File: src/hw/rtl/b64d_pkg.sv
// shared types, constants and the character lookup of the base64 decoder
package b64d_pkg;

	// status codes of the end-of-message word
	localparam logic [2:0] ST_OK       = 3'd0;
	localparam logic [2:0] ST_BAD_CHAR = 3'd1;
	localparam logic [2:0] ST_BAD_PAD  = 3'd2;
	localparam logic [2:0] ST_BAD_LEN  = 3'd3;
	localparam logic [2:0] ST_CAPACITY = 3'd4;

	// result word kinds
	localparam logic KIND_DATA = 1'b0;
	localparam logic KIND_END  = 1'b1;

	// characters with a special meaning
	localparam logic [7:0] CHAR_PLUS  = 8'd43;
	localparam logic [7:0] CHAR_SLASH = 8'h2F;
	localparam logic [7:0] CHAR_PAD   = 8'h3D;

	localparam logic [5:0] SX_PLUS  = 6'd62;
	localparam logic [5:0] SX_SLASH = 6'd63;

	localparam logic [23:0] CAPACITY_RESET = 24'hFFFFFF;

	// result queue: one entry per group or end-of-message, or one entry holding both
	localparam int RQ_DEPTH = 4;
	localparam int RQ_AW    = $clog2(RQ_DEPTH);

	typedef struct packed {
		logic       is_bad;
		logic       is_pad;
		logic [5:0] value;
	} sextet_t;

	typedef struct packed {
		logic [1:0]  nbytes;
		logic [23:0] bytes;
		logic        has_end;
		logic [2:0]  end_status;
	} rq_entry_t;

	typedef struct packed {
		logic full;
		logic empty;
	} rq_status_t;

	function automatic sextet_t sextet_of(logic [7:0] c);
		sextet_t r;
		r = '0;
		if (c >= 8'h41 && c <= 8'h5A) begin
			r.value = 6'(c - 8'h41);
		end else if (c >= 8'h61 && c <= 8'h7A) begin
			r.value = 6'(c - 8'h61 + 8'd26);
		end else if (c >= 8'h30 && c <= 8'h39) begin
			r.value = 6'(c - 8'h30 + 8'd52);
		end else if (c == CHAR_PLUS) begin
			r.value = SX_PLUS;
		end else if (c == CHAR_SLASH) begin
			r.value = SX_SLASH;
		end else if (c == CHAR_PAD) begin
			r.is_pad = 1'b1;
		end else begin
			r.is_bad = 1'b1;
		end
		return r;
	endfunction

endpackage

File: src/hw/rtl/b64d_result_fifo.sv
// small queue of decoded groups and end-of-message entries
module b64d_result_fifo (
	input  logic                 clk,
	input  logic                 arst_n,
	input  logic                 push,
	input  b64d_pkg::rq_entry_t  push_data,
	input  logic                 pop,
	output b64d_pkg::rq_entry_t  head,
	output b64d_pkg::rq_status_t stat
);

	b64d_pkg::rq_entry_t          mem_q [b64d_pkg::RQ_DEPTH];
	logic [b64d_pkg::RQ_AW-1:0]   wr_ptr_q;
	logic [b64d_pkg::RQ_AW-1:0]   rd_ptr_q;
	logic [b64d_pkg::RQ_AW:0]     count_q;
	logic                         do_push;
	logic                         do_pop;

	assign stat.full  = (count_q == (b64d_pkg::RQ_AW+1)'(b64d_pkg::RQ_DEPTH));
	assign stat.empty = (count_q == '0);
	assign do_push    = push & ~stat.full;
	assign do_pop     = pop & ~stat.empty;
	assign head       = mem_q[rd_ptr_q];

	always_ff @(posedge clk) begin
		if (do_push) begin
			mem_q[wr_ptr_q] <= push_data;
		end
	end

	always_ff @(posedge clk or negedge arst_n) begin
		if (!arst_n) begin
			wr_ptr_q <= '0;
			rd_ptr_q <= '0;
			count_q  <= '0;
		end else begin
			if (do_push) begin
				wr_ptr_q <= wr_ptr_q + 1'b1;
			end
			if (do_pop) begin
				rd_ptr_q <= rd_ptr_q + 1'b1;
			end
			if (do_push && !do_pop) begin
				count_q <= count_q + 1'b1;
			end else if (!do_push && do_pop) begin
				count_q <= count_q - 1'b1;
			end
		end
	end

endmodule

File: src/hw/rtl/base64_stream_decoder.sv
// top level of the streaming base64 decoder
// path: a character is registered in the character register, its entry is written into the result queue, then sent out
// throughput: one character per cycle; each group entry drains one word per cycle while out_stall is low (up to four)
// the input stalls only while the character register waits on a full four-entry result queue
// reset: async active low clears message state and queue, capacity returns to 0xFFFFFF
// a message ends with its final character; all state but the capacity then starts over
module base64_stream_decoder (
	input  logic        clk,
	input  logic        arst_n,
	// character channel
	input  logic        in_valid,
	output logic        in_stall,
	input  logic [7:0]  char_code,
	input  logic        final_char,
	// result channel
	output logic        out_valid,
	input  logic        out_stall,
	output logic        kind,
	output logic [7:0]  data_byte,
	output logic [2:0]  status,
	output logic        last_of_run,
	// capacity register write
	input  logic        cfg_valid,
	output logic        cfg_ready,
	input  logic [23:0] cfg_data
);

	// input register
	logic        valid_s1;
	logic [7:0]  char_s1;
	logic        final_s1;

	// message state
	logic [1:0]  pos_q;
	logic [17:0] acc_q;
	logic [1:0]  pad_q;
	logic [2:0]  err_q;
	logic [23:0] cnt_q;
	logic [23:0] max_q;

	// next-state of the single pass
	logic [1:0]  pos_n;
	logic [17:0] acc_n;
	logic [1:0]  pad_n;
	logic [2:0]  err_n;
	logic [23:0] cnt_n;
	logic [5:0]  sx_val;
	logic [1:0]  nb;
	logic [24:0] total_bytes;

	b64d_pkg::sextet_t    sx;
	b64d_pkg::rq_entry_t  entry;
	b64d_pkg::rq_entry_t  head;
	b64d_pkg::rq_status_t rq_stat;

	logic        fire;
	logic        push;
	logic        pop;

	// output serializer
	logic [1:0]  idx_q;
	logic [2:0]  run_len;
	logic        word_taken;

	// the capacity register is always writable
	assign cfg_ready = 1'b1;

	// the input register moves on whenever the queue can take its entry
	assign fire     = valid_s1 & ~rq_stat.full;
	assign in_stall = valid_s1 & rq_stat.full;

	always_ff @(posedge clk or negedge arst_n) begin
		if (!arst_n) begin
			valid_s1 <= 1'b0;
		end else if (!in_stall) begin
			valid_s1 <= in_valid;
		end
	end

	always_ff @(posedge clk) begin
		if (in_valid && !in_stall) begin
			char_s1  <= char_code;
			final_s1 <= final_char;
		end
	end

	always_ff @(posedge clk or negedge arst_n) begin
		if (!arst_n) begin
			max_q <= b64d_pkg::CAPACITY_RESET;
		end else if (cfg_valid && cfg_ready) begin
			max_q <= cfg_data;
		end
	end

	assign sx = b64d_pkg::sextet_of(char_s1);

	// one character: classify, check, shift into the group, close the group on the fourth
	always_comb begin
		pos_n       = pos_q;
		acc_n       = acc_q;
		pad_n       = pad_q;
		err_n       = err_q;
		cnt_n       = cnt_q;
		sx_val      = sx.value;
		nb          = 2'd0;
		total_bytes = '0;
		entry       = '0;

		if (err_q == b64d_pkg::ST_OK) begin
			// bad character wins over padding checks
			if (sx.is_bad) begin
				err_n = b64d_pkg::ST_BAD_CHAR;
			end else if (sx.is_pad) begin
				// '=' only in the last two places, and in the last only at message end
				if (pos_q < 2'd2 || (pos_q == 2'd3 && !final_s1)) begin
					err_n = b64d_pkg::ST_BAD_PAD;
				end else begin
					pad_n  = pad_q + 2'd1;
					sx_val = 6'd0;
				end
			end else if (pad_q != 2'd0) begin
				// data after '=' in the same group
				err_n = b64d_pkg::ST_BAD_PAD;
			end

			if (err_n == b64d_pkg::ST_OK) begin
				if (pos_q != 2'd3) begin
					acc_n = {acc_q[11:0], sx_val};
					pos_n = pos_q + 2'd1;
				end else begin
					// group complete: pad count sets how many bytes are real
					unique case (pad_n)
						2'd0:    nb = 2'd3;
						2'd1:    nb = 2'd2;
						default: nb = 2'd1;
					endcase
					total_bytes = {1'b0, cnt_q} + {23'd0, nb};
					if (total_bytes > {1'b0, max_q}) begin
						err_n = b64d_pkg::ST_CAPACITY;
					end else begin
						entry.nbytes = nb;
						entry.bytes  = {acc_q, sx_val};
						cnt_n        = total_bytes[23:0];
						pos_n        = 2'd0;
						acc_n        = '0;
						pad_n        = 2'd0;
					end
				end
			end
		end

		// end of message: length check, status word, fresh state
		if (final_s1) begin
			if (err_n == b64d_pkg::ST_OK && pos_n != 2'd0) begin
				err_n = b64d_pkg::ST_BAD_LEN;
			end
			entry.has_end    = 1'b1;
			entry.end_status = err_n;
			pos_n            = 2'd0;
			acc_n            = '0;
			pad_n            = 2'd0;
			err_n            = b64d_pkg::ST_OK;
			cnt_n            = '0;
		end
	end

	always_ff @(posedge clk or negedge arst_n) begin
		if (!arst_n) begin
			pos_q <= '0;
			acc_q <= '0;
			pad_q <= '0;
			err_q <= b64d_pkg::ST_OK;
			cnt_q <= '0;
		end else if (fire) begin
			pos_q <= pos_n;
			acc_q <= acc_n;
			pad_q <= pad_n;
			err_q <= err_n;
			cnt_q <= cnt_n;
		end
	end

	// only entries that carry words go into the queue
	assign push = fire & ((entry.nbytes != 2'd0) | entry.has_end);

	b64d_result_fifo u_result_fifo (
		.clk       (clk),
		.arst_n    (arst_n),
		.push      (push),
		.push_data (entry),
		.pop       (pop),
		.head      (head),
		.stat      (rq_stat)
	);

	// walk the head entry one word per cycle while out_stall is low: data bytes first, then the status word
	assign run_len    = {1'b0, head.nbytes} + {2'b00, head.has_end};
	assign out_valid  = ~rq_stat.empty;
	assign word_taken = out_valid & ~out_stall;
	assign last_of_run = ({1'b0, idx_q} == (run_len - 3'd1));
	assign pop        = word_taken & last_of_run;

	always_comb begin
		kind      = b64d_pkg::KIND_DATA;
		data_byte = 8'h00;
		status    = b64d_pkg::ST_OK;
		if (idx_q < head.nbytes) begin
			unique case (idx_q)
				2'd0:    data_byte = head.bytes[23:16];
				2'd1:    data_byte = head.bytes[15:8];
				2'd2:    data_byte = head.bytes[7:0];
				default: data_byte = 8'h00;
			endcase
		end else begin
			kind   = b64d_pkg::KIND_END;
			status = head.end_status;
		end
	end

	always_ff @(posedge clk or negedge arst_n) begin
		if (!arst_n) begin
			idx_q <= '0;
		end else if (word_taken) begin
			if (last_of_run) begin
				idx_q <= '0;
			end else begin
				idx_q <= idx_q + 2'd1;
			end
		end
	end

endmodule

File: config.mk
export PLATFORM = sky130hd
export DESIGN_NAME = base64_stream_decoder
export DESIGN_NICKNAME = d
export VERILOG_FILES = /design/src/hw/rtl/b64d_pkg.sv /design/src/hw/rtl/b64d_result_fifo.sv /design/src/hw/rtl/base64_stream_decoder.sv
export SDC_FILE = /design/constraint.sdc
export NUM_CORES = 1
export LEC_CHECK = 0
export BUFFER_PORTS_ARGS = -buffer_cell sky130_fd_sc_hd__buf_2
export CAP_MARGIN = 20
export CORE_ASPECT_RATIO = 0.9
export CORE_MARGIN = 10
export CORE_UTILIZATION = 56
export CTS_BUF_LIST = sky130_fd_sc_hd__clkbuf_8
export CTS_CLUSTER_DIAMETER = 100
export CTS_CLUSTER_SIZE = 25
export DETAILED_ROUTE_END_ITERATION = 10
export GPL_ROUTABILITY_DRIVEN = 0
export GPL_TIMING_DRIVEN = 0
export PLACE_DENSITY = 0.86
export SLEW_MARGIN = 20
export SYNTH_ARGS = -nofsm -noshare
export SYNTH_HDL_FRONTEND = slang
export SYNTH_SLANG_ARGS = --single-unit
File: constraint.sdc
create_clock -name clk -period 13.6 [get_ports clk]
set_clock_uncertainty 0.1 [all_clocks]
set_input_delay 2.04 -clock clk [delete_from_list [all_inputs] [get_ports clk]]
set_output_delay 2.04 -clock clk [all_outputs]
set_load 0.01 [all_outputs]
* Yosys cells after proc, flatten, opt, wreduce, memory -nomap -nowiden
Memory sizes are Yosys's and may differ from the RTL's.
Index checks and enable logic that the tools add are counted.
** Word-level totals
- Bits in registers :: 92
- Bits in latches :: 0
- RAM bits :: 120
- ROM bits :: 0
- Input bits :: 38
- Output and inout port bits :: 16
- Word-level logic and storage cells :: 158
- Memories :: 1
** Memories
- u_result_fifo.mem_q :: words 4, width 30, rd ports 1, clocked after Yosys merged registers in 0, wr ports 1, line b64d_result_fifo.sv:12 : b64d_pkg::rq_entry_t mem_q [b64d_pkg::RQ_DEPTH];
** Operators by class
- Add/sub/neg operators :: 15
- $mul :: 0
- Div/mod/pow operators :: 0
- Order comparisons :: 9
- Eq/ne operators :: 13
- Shift operators :: 0
- Muxes and demuxes :: 68
- Bitwise logic cells :: 11
- Reductions and logical operators :: 28
** Operators with widths (count)
- 24-bit 2-to-1 mux :: 5
- 26-bit 2-to-1 mux :: 4
- 18-bit 2-to-1 mux :: 5
- 6-bit 2-to-1 mux :: 8
- 2-bit 2-to-1 mux :: 23
- 3-bit 2-to-1 mux :: 14
- 24-bit by 2-bit adder with 25-bit output :: 1
- 25-bit by 24-bit > comparator with 1-bit output :: 1
- 8-bit by 6-bit equality test with 1-bit output (second input constant) :: 3
- 8-bit case mux with 3 select lines :: 1
- 8-bit by 7-bit greater-or-equal comparator with 1-bit output (second input constant) :: 2
- 8-bit by 7-bit <= comparator with 1-bit output (second input constant) :: 2
- 3-bit logical NOT :: 4
- 2-bit nonzero test :: 6
- 6-bit subtractor (second input constant) :: 2
- 2-bit by 1-bit adder with 2-bit output (second input constant) :: 5
- 8-bit by 6-bit greater-or-equal comparator with 1-bit output (second input constant) :: 1
- 8-bit by 6-bit <= comparator with 1-bit output (second input constant) :: 1
- 1-bit logical AND :: 8
- 8-bit 2-to-1 mux :: 1
- 1-bit bitwise AND :: 7
- 6-bit by 5-bit adder with 6-bit output (second input constant) :: 1
- 6-bit adder (second input constant) :: 1
- 2-bit != test (second input constant) :: 3
- other kinds (22) :: 35

* Depth between registers and ports, before layout
- Depth in word-level cells :: 32
- Depth in mapped cells :: 33
- Gate-level depth less buffers :: 29

* Cells and area by module
From an unflattened synthesis, not the netlist that was laid out.
** Unflattened totals
- Cell total of the unflattened synthesis :: 858
- Area total of the unflattened synthesis :: 10672.7 µm²
** Modules (own cells, without submodules)
- base64_stream_decoder :: times used 1, cells each 665, area each 5881.9 µm², sequential area each 2202.1 µm²
- b64d_result_fifo :: times used 1, cells each 193, area each 4790.8 µm², sequential area each 3778.6 µm²

* Least setup slack after synthesis
OpenSTA, ideal clock, no wires.
- Path type :: flip-flop to flip-flop
- Start :: register char_s1[2]
- End :: memory u_result_fifo.mem_q[0][0] (netlist bit), enable pin
- Setup time :: 390 ps
- Arrival time :: 6329 ps
- Required time :: 13110 ps
- Setup slack :: 6781 ps
- Cell stages (with the launch flop) :: 28
- Path buffers :: 4
- Clock period less this slack :: 6819 ps
- Cell sequence :: edfxtp_1 > buf_6 > inv_1 > ha_1 > a21o_1 > a311o_1 > or2_1 > clkbuf_1 > and3_1 > a21oi_1 > ha_1 > inv_1 > fa_1 > and3b_1 > and4_1 > buf_4 > and2_1 > buf_2 > nand3_1 > xnor2_1 > ha_1 > a41oi_1 > o21ai_0 > a221oi_1 > mux2_2 > o221ai_4 > a21oi_4 > and2_1
** Between the ends
- Word-level cells in the longest chain between the ends :: 27
- Elaborated cells between the ends (all ways) :: 44
- Those cells by class :: 1 x add/sub; 7 x order compare; 4 x eq/ne; 23 x mux; 3 x bitwise; 6 x reduce/logical
** RTL lines
- from (decl) :: line base64_stream_decoder.sv:30 : logic [7:0] char_s1;
- from (signal assigned) :: line base64_stream_decoder.sv:82 : char_s1 <= char_code;
- 8-bit by 6-bit equality test with 1-bit output :: line b64d_pkg.sv:60 : end else if (c == CHAR_PAD) begin
- 1-bit 2-to-1 mux :: line b64d_pkg.sv:60
- 2-bit 2-to-1 mux :: line b64d_pkg.sv:58 : end else if (c == CHAR_SLASH) begin
- 2-bit 2-to-1 mux :: line b64d_pkg.sv:56 : end else if (c == CHAR_PLUS) begin
- 2-bit 2-to-1 mux :: line b64d_pkg.sv:54 : end else if (c >= 8'h30 && c <= 8'h39) begin
- 2-bit 2-to-1 mux :: line b64d_pkg.sv:52 : end else if (c >= 8'h61 && c <= 8'h7A) begin
- 2-bit 2-to-1 mux (*) :: line b64d_pkg.sv:50 : if (c >= 8'h41 && c <= 8'h5A) begin
- 2-bit 2-to-1 mux :: line base64_stream_decoder.sv:113 : end else if (sx.is_pad) begin
- (+12 left out)
- 26-bit 2-to-1 mux (*) :: line base64_stream_decoder.sv:109 : if (err_q == b64d_pkg::ST_OK) begin
- 2-bit nonzero test (*) :: line base64_stream_decoder.sv:184 : assign push = fire & ((entry.nbytes != 2'd0) | entry.has_end);
- 1-bit bitwise OR (*) :: line base64_stream_decoder.sv:184
- 1-bit bitwise AND (*) :: line base64_stream_decoder.sv:184
- 1-bit bitwise AND (*) :: line b64d_result_fifo.sv:21 : assign do_push = push & ~stat.full;
- named net u_result_fifo.do_push :: line b64d_result_fifo.sv:16 : logic do_push;
- 1-bit 2-to-1 mux (*) :: line b64d_result_fifo.sv:26 : if (do_push) begin
- 1-bit 2-to-1 mux (implied by the code) (*) :: line b64d_result_fifo.sv:27 : mem_q[wr_ptr_q] <= push_data;
- to (decl) :: line b64d_result_fifo.sv:12
Mark *: on every way through the listed nets, which the timed path passes. The rest lies on a longest branch. The select of a mux whose other input is x is not followed.

* Final worst setup path
- Start :: register char_s1[1]
- End :: register u_result_fifo.count_q[2] (netlist bit)
** Between the ends
- Word-level cells in the longest chain between the ends :: 28
- Elaborated cells between the ends (all ways) :: 47
- Those cells by class :: 1 x add/sub; 7 x order compare; 4 x eq/ne; 22 x mux; 3 x bitwise; 10 x reduce/logical
** RTL lines
- 8-bit by 6-bit equality test with 1-bit output :: line b64d_pkg.sv:60
- 1-bit 2-to-1 mux :: line b64d_pkg.sv:60
- 2-bit 2-to-1 mux :: line b64d_pkg.sv:58
- 2-bit 2-to-1 mux :: line b64d_pkg.sv:56
- 2-bit 2-to-1 mux :: line b64d_pkg.sv:54
- 2-bit 2-to-1 mux :: line b64d_pkg.sv:52
- 2-bit 2-to-1 mux (*) :: line b64d_pkg.sv:50
- 2-bit 2-to-1 mux :: line base64_stream_decoder.sv:113
- (+13 left out)
- 2-bit nonzero test (*) :: line base64_stream_decoder.sv:184
- 1-bit bitwise OR (*) :: line base64_stream_decoder.sv:184
- 1-bit bitwise AND (*) :: line base64_stream_decoder.sv:184
- 1-bit bitwise AND (*) :: line b64d_result_fifo.sv:21
- named net u_result_fifo.do_push :: line b64d_result_fifo.sv:16
- 1-bit logical NOT :: line b64d_result_fifo.sv:45 : end else if (!do_push && do_pop) begin
- 1-bit logical AND :: line b64d_result_fifo.sv:45
- 2-bit nonzero test (no source line)
- to (signal assigned) :: line b64d_result_fifo.sv:44 : count_q <= count_q + 1'b1;
- to (signal assigned) :: line b64d_result_fifo.sv:46 : count_q <= count_q - 1'b1;
- to (decl) :: line b64d_result_fifo.sv:15 : logic [b64d_pkg::RQ_AW:0] count_q;
Marks and branches as above.
A chain may end at the register's enable or synchronous reset.

==> flow_metrics.env <==
export IMPL_reg2reg_slack_ns=5.59
export IMPL_synthCells=859
export IMPL_yosysWarnings=0
export IMPL_rsz0062_at_grt="no"
export IMPL_period_needed_ns=8.01
export IMPL_core_um2=18600
export IMPL_io_pins=54
export IMPL_hold_start="max_q[9]"
export IMPL_status="finished clean"
export IMPL_critPathRequiredTime_ns=13.95
export IMPL_grt_first_pass_wirelength_um=38400
export IMPL_via_per_inst=6.11
export IMPL_dr_pass1_iters=5
export IMPL_ys_ff_latch=212
export IMPL_reg2reg_to="u_result_fifo.count_q[2]"
export IMPL_cts_clk_slew_worst_paths_ns=0.14
export IMPL_synth_top_area_share_pct=36.3
export IMPL_cts_root_buf="clkbuf_8"
export IMPL_port_buffers=51
export IMPL_htree_levels=1
export IMPL_syn_area_per_cell_um2=12.4
export IMPL_place_area_um2=11400
export IMPL_die_h_um=151
export IMPL_final_util_pct=62.3
export IMPL_hold_path_depth=2
export IMPL_overflow=0
export IMPL_setup_viol=0
export IMPL_die_w_um=166
export IMPL_grt_total_usage_pct=19.2
export IMPL_hold_viol=0
export IMPL_layout_drive_gt1_share_pct=17.4
export IMPL_tns_ns=0
export IMPL_mappedNetlistArea_um2=10700
export IMPL_detail_route_antenna_nets=0
export IMPL_die_area_um2=25000
export IMPL_ys_seq_area_share_pct=56.0
export IMPL_post_cts_buffers=0
export IMPL_cts_buffers=12
export IMPL_crit_type="reg -> reg"
export IMPL_clkLatencyLatePin_ns=0.53
export IMPL_diodes=0
export IMPL_instances_no_fill=1180
export IMPL_slowest_delay_ns=0.57
export IMPL_synth_area_top_cells="edfxtp_1 (36%), dfrtp_1 (14%), mux4_2 (6.3%), dfstp_2 (5.9%), ha_1 (5.7%)"
export IMPL_crit_top_cell="ha_1"
export IMPL_ys_flop_type="edfxtp_1"
export IMPL_place_ws_ns=5.72
export IMPL_holdWs_ns=0.419
export IMPL_grt_busiest_layer="met2"
export IMPL_p_leak_nw=4.62
export IMPL_cap_viol_max_count=0
export IMPL_synth_edf_count=129
export IMPL_async_flop_share_pct=39.2
export IMPL_start_util_pct=57.5
export IMPL_grt_max_degree=55
export IMPL_hold_end="max_q[9]"
export IMPL_rr_startpoint="char_s1[1]"
export IMPL_route_detailed_drc=0
export IMPL_rows=47
export IMPL_fin_nets=1018
export IMPL_wl_um=23900
export IMPL_antenna_found_initial=0
export IMPL_period_share_pct=58.9
export IMPL_hpwl_um=17200
export IMPL_hold_class="reg -> reg"
export IMPL_postLayoutCellArea_um2=11600
export IMPL_finalMaxSlewViolations=0
export IMPL_tightest_slew_ns=1.09
export IMPL_placed_cells=1160
export IMPL_fmax_mhz=125
export IMPL_ys_types=74
export IMPL_synth_area_leader_cell="edfxtp_1"
export IMPL_ctsHoldBuffers=0
export IMPL_ir_drop_mv=0.0831
export IMPL_finalWorstSetupSlack_ns=5.59
export IMPL_ff2ff_path_depth=32
export IMPL_grt_use_met1_pct=27.1
export IMPL_synth_fp_nets=948
export IMPL_p_per_area_nw_per_um2=146
export IMPL_worstPathArrival_ns=8.36
export IMPL_power_mw=1.69
export IMPL_grtUsageMet2_pct=31.1
export IMPL_area_delta_synth_final_pct=8.34
export IMPL_via_count=7204
export IMPL_drtIter0Drc=792
export IMPL_grt_pass1_vias=7261
export IMPL_maxSlewHeadroom_pct=27.2
export IMPL_crit_path_end_kind="flop"
export IMPL_met3_usage_pct=2.33
export IMPL_clkSinkCount=212
export IMPL_cp_max_fo=10
export IMPL_slowest_stage="edfxtp_1"
export IMPL_tritoncts="built"
export IMPL_cts_resized=0
export IMPL_clock_path_buffers=3
export IMPL_worstSetupStartpointType="flop"
export IMPL_wl_per_cell_um=20.2
==> power by group <==
| part | total, mW | switching, mW | internal, mW |
|---|---|---|---|
| sequential | 0.808 | 0.0420 | 0.766 |
| combinational | 0.603 | 0.355 | 0.249 |
| clock | 0.284 | 0.192 | 0.0919 |
==> area by class of cell <==
class / instances / area, um^2
Multi-Input combinational cell: 545 / 4260
Tap cell: 245 / 307
Fill cell: 1416 / 7010
Sequential cell: 212 / 5980
Clock buffer: 13 / 179
Buffer: 50 / 250
Inverter: 52 / 195
Clock inverter: 7 / 35.0
Timing Repair Buffer: 56 / 365
==> registers in the layout, summed over array words and instances, names as in the netlist, 2 cells and up <==
signal / cells
u_result_fifo.mem_q: 120
cnt_q: 24
max_q: 24
acc_q: 18
char_s1: 8
err_q: 3
u_result_fifo.count_q: 3
idx_q: 2
pad_q: 2
pos_q: 2
u_result_fifo.rd_ptr_q: 2
u_result_fifo.wr_ptr_q: 2
==> cell families (layout without fill, tap and decap cells) <==
family | Yosys count | count (layout) | synth area share (%)
other cells | 1 | 1 | 0.0351
xor+xnor | 34 | 34 | 2.79
fa+ha+maj | 51 | 51 | 6.11
simple gates | 257 | 257 | 12.7
buf+inv | 102 | 178 | 4.17
mux | 37 | 37 | 7.06
compound gates | 165 | 165 | 11.1
flops | 212 | 212 | 56.0
==> per-layer routing <==
metal	wire (um)	vias to the layer above
li1	-	3326
met1	10500	3585
met2	11500	255
met3	1470	38
met4	455	0
met5	0	-
==> worst max-delay path, delay by kind of cell (launching register included) <==
| kind | cells | cell delay, ns |
|---|---|---|
| adders and majority gates | 6 | 1.80 |
| and+or+nand+nor | 10 | 2.02 |
| DFF | 1 | 0.57 |
| buffers and inverters | 6 | 0.97 |
| AOI/OAI and AO/OA | 7 | 1.88 |
| xor gates and xnor gates | 3 | 0.57 |
==> cell usage after synthesis (7+ instances only) <==
| master | count |
|---|---|
| edfxtp_1 | 129 |
| a21oi_1 | 33 |
| a311o_1 | 7 |
| ha_1 | 49 |
| dfrtp_1 | 59 |
| mux4_2 | 30 |
| a32o_1 | 16 |
| nand3_1 | 46 |
| nor2b_1 | 9 |
| a22oi_1 | 8 |
| inv_1 | 52 |
| nor2_1 | 28 |
| nand4_1 | 8 |
| nor3_1 | 13 |
| o21ai_0 | 40 |
| and2_1 | 36 |
| xor2_1 | 13 |
| dfstp_2 | 24 |
| a31oi_1 | 9 |
| clkbuf_1 | 29 |
| o221ai_1 | 8 |
| and3_1 | 18 |
| xnor2_1 | 21 |
| nand2_1 | 71 |
==> cells in the final DEF (no fill, tap or decap), drive strengths merged, types with 5 or more instances in the layout <==
cell type and n:
a22oi 8, dfstp 24, o21ai 41, mux4 30
ha 49, edfxtp 129, buf 76, o221ai 9
and4 5, a21oi 36, and3 18, a31oi 9
xor2 13, nor3 13, and2 36, clkbuf 43
a211oi 5, xnor2 21, a32o 16, nand3 46
nand4 8, inv 58, a311o 7, nand2 71
dfrtp 59, nor2 28, o211ai 5, nor2b 9
==> how the worst max path moves through the flow <==
stage / from / to / slack [ns] / depth (start not counted)
after floorplan: char_s1[2] / u_result_fifo.mem_q[0][0] / 6.78 / 27
after global placement: char_s1[2] / u_result_fifo.mem_q[1][5] / 5.44 / 27
after detailed placement: char_s1[2] / u_result_fifo.count_q[2] / 5.72 / 32
after CTS: char_s1[2] / u_result_fifo.count_q[2] / 5.63 / 32
after global routing: char_s1[1] / u_result_fifo.count_q[2] / 4.94 / 32
final: char_s1[1] / u_result_fifo.count_q[2] / 5.59 / 32
No activity file was read; power rests on OpenSTA's default activity.
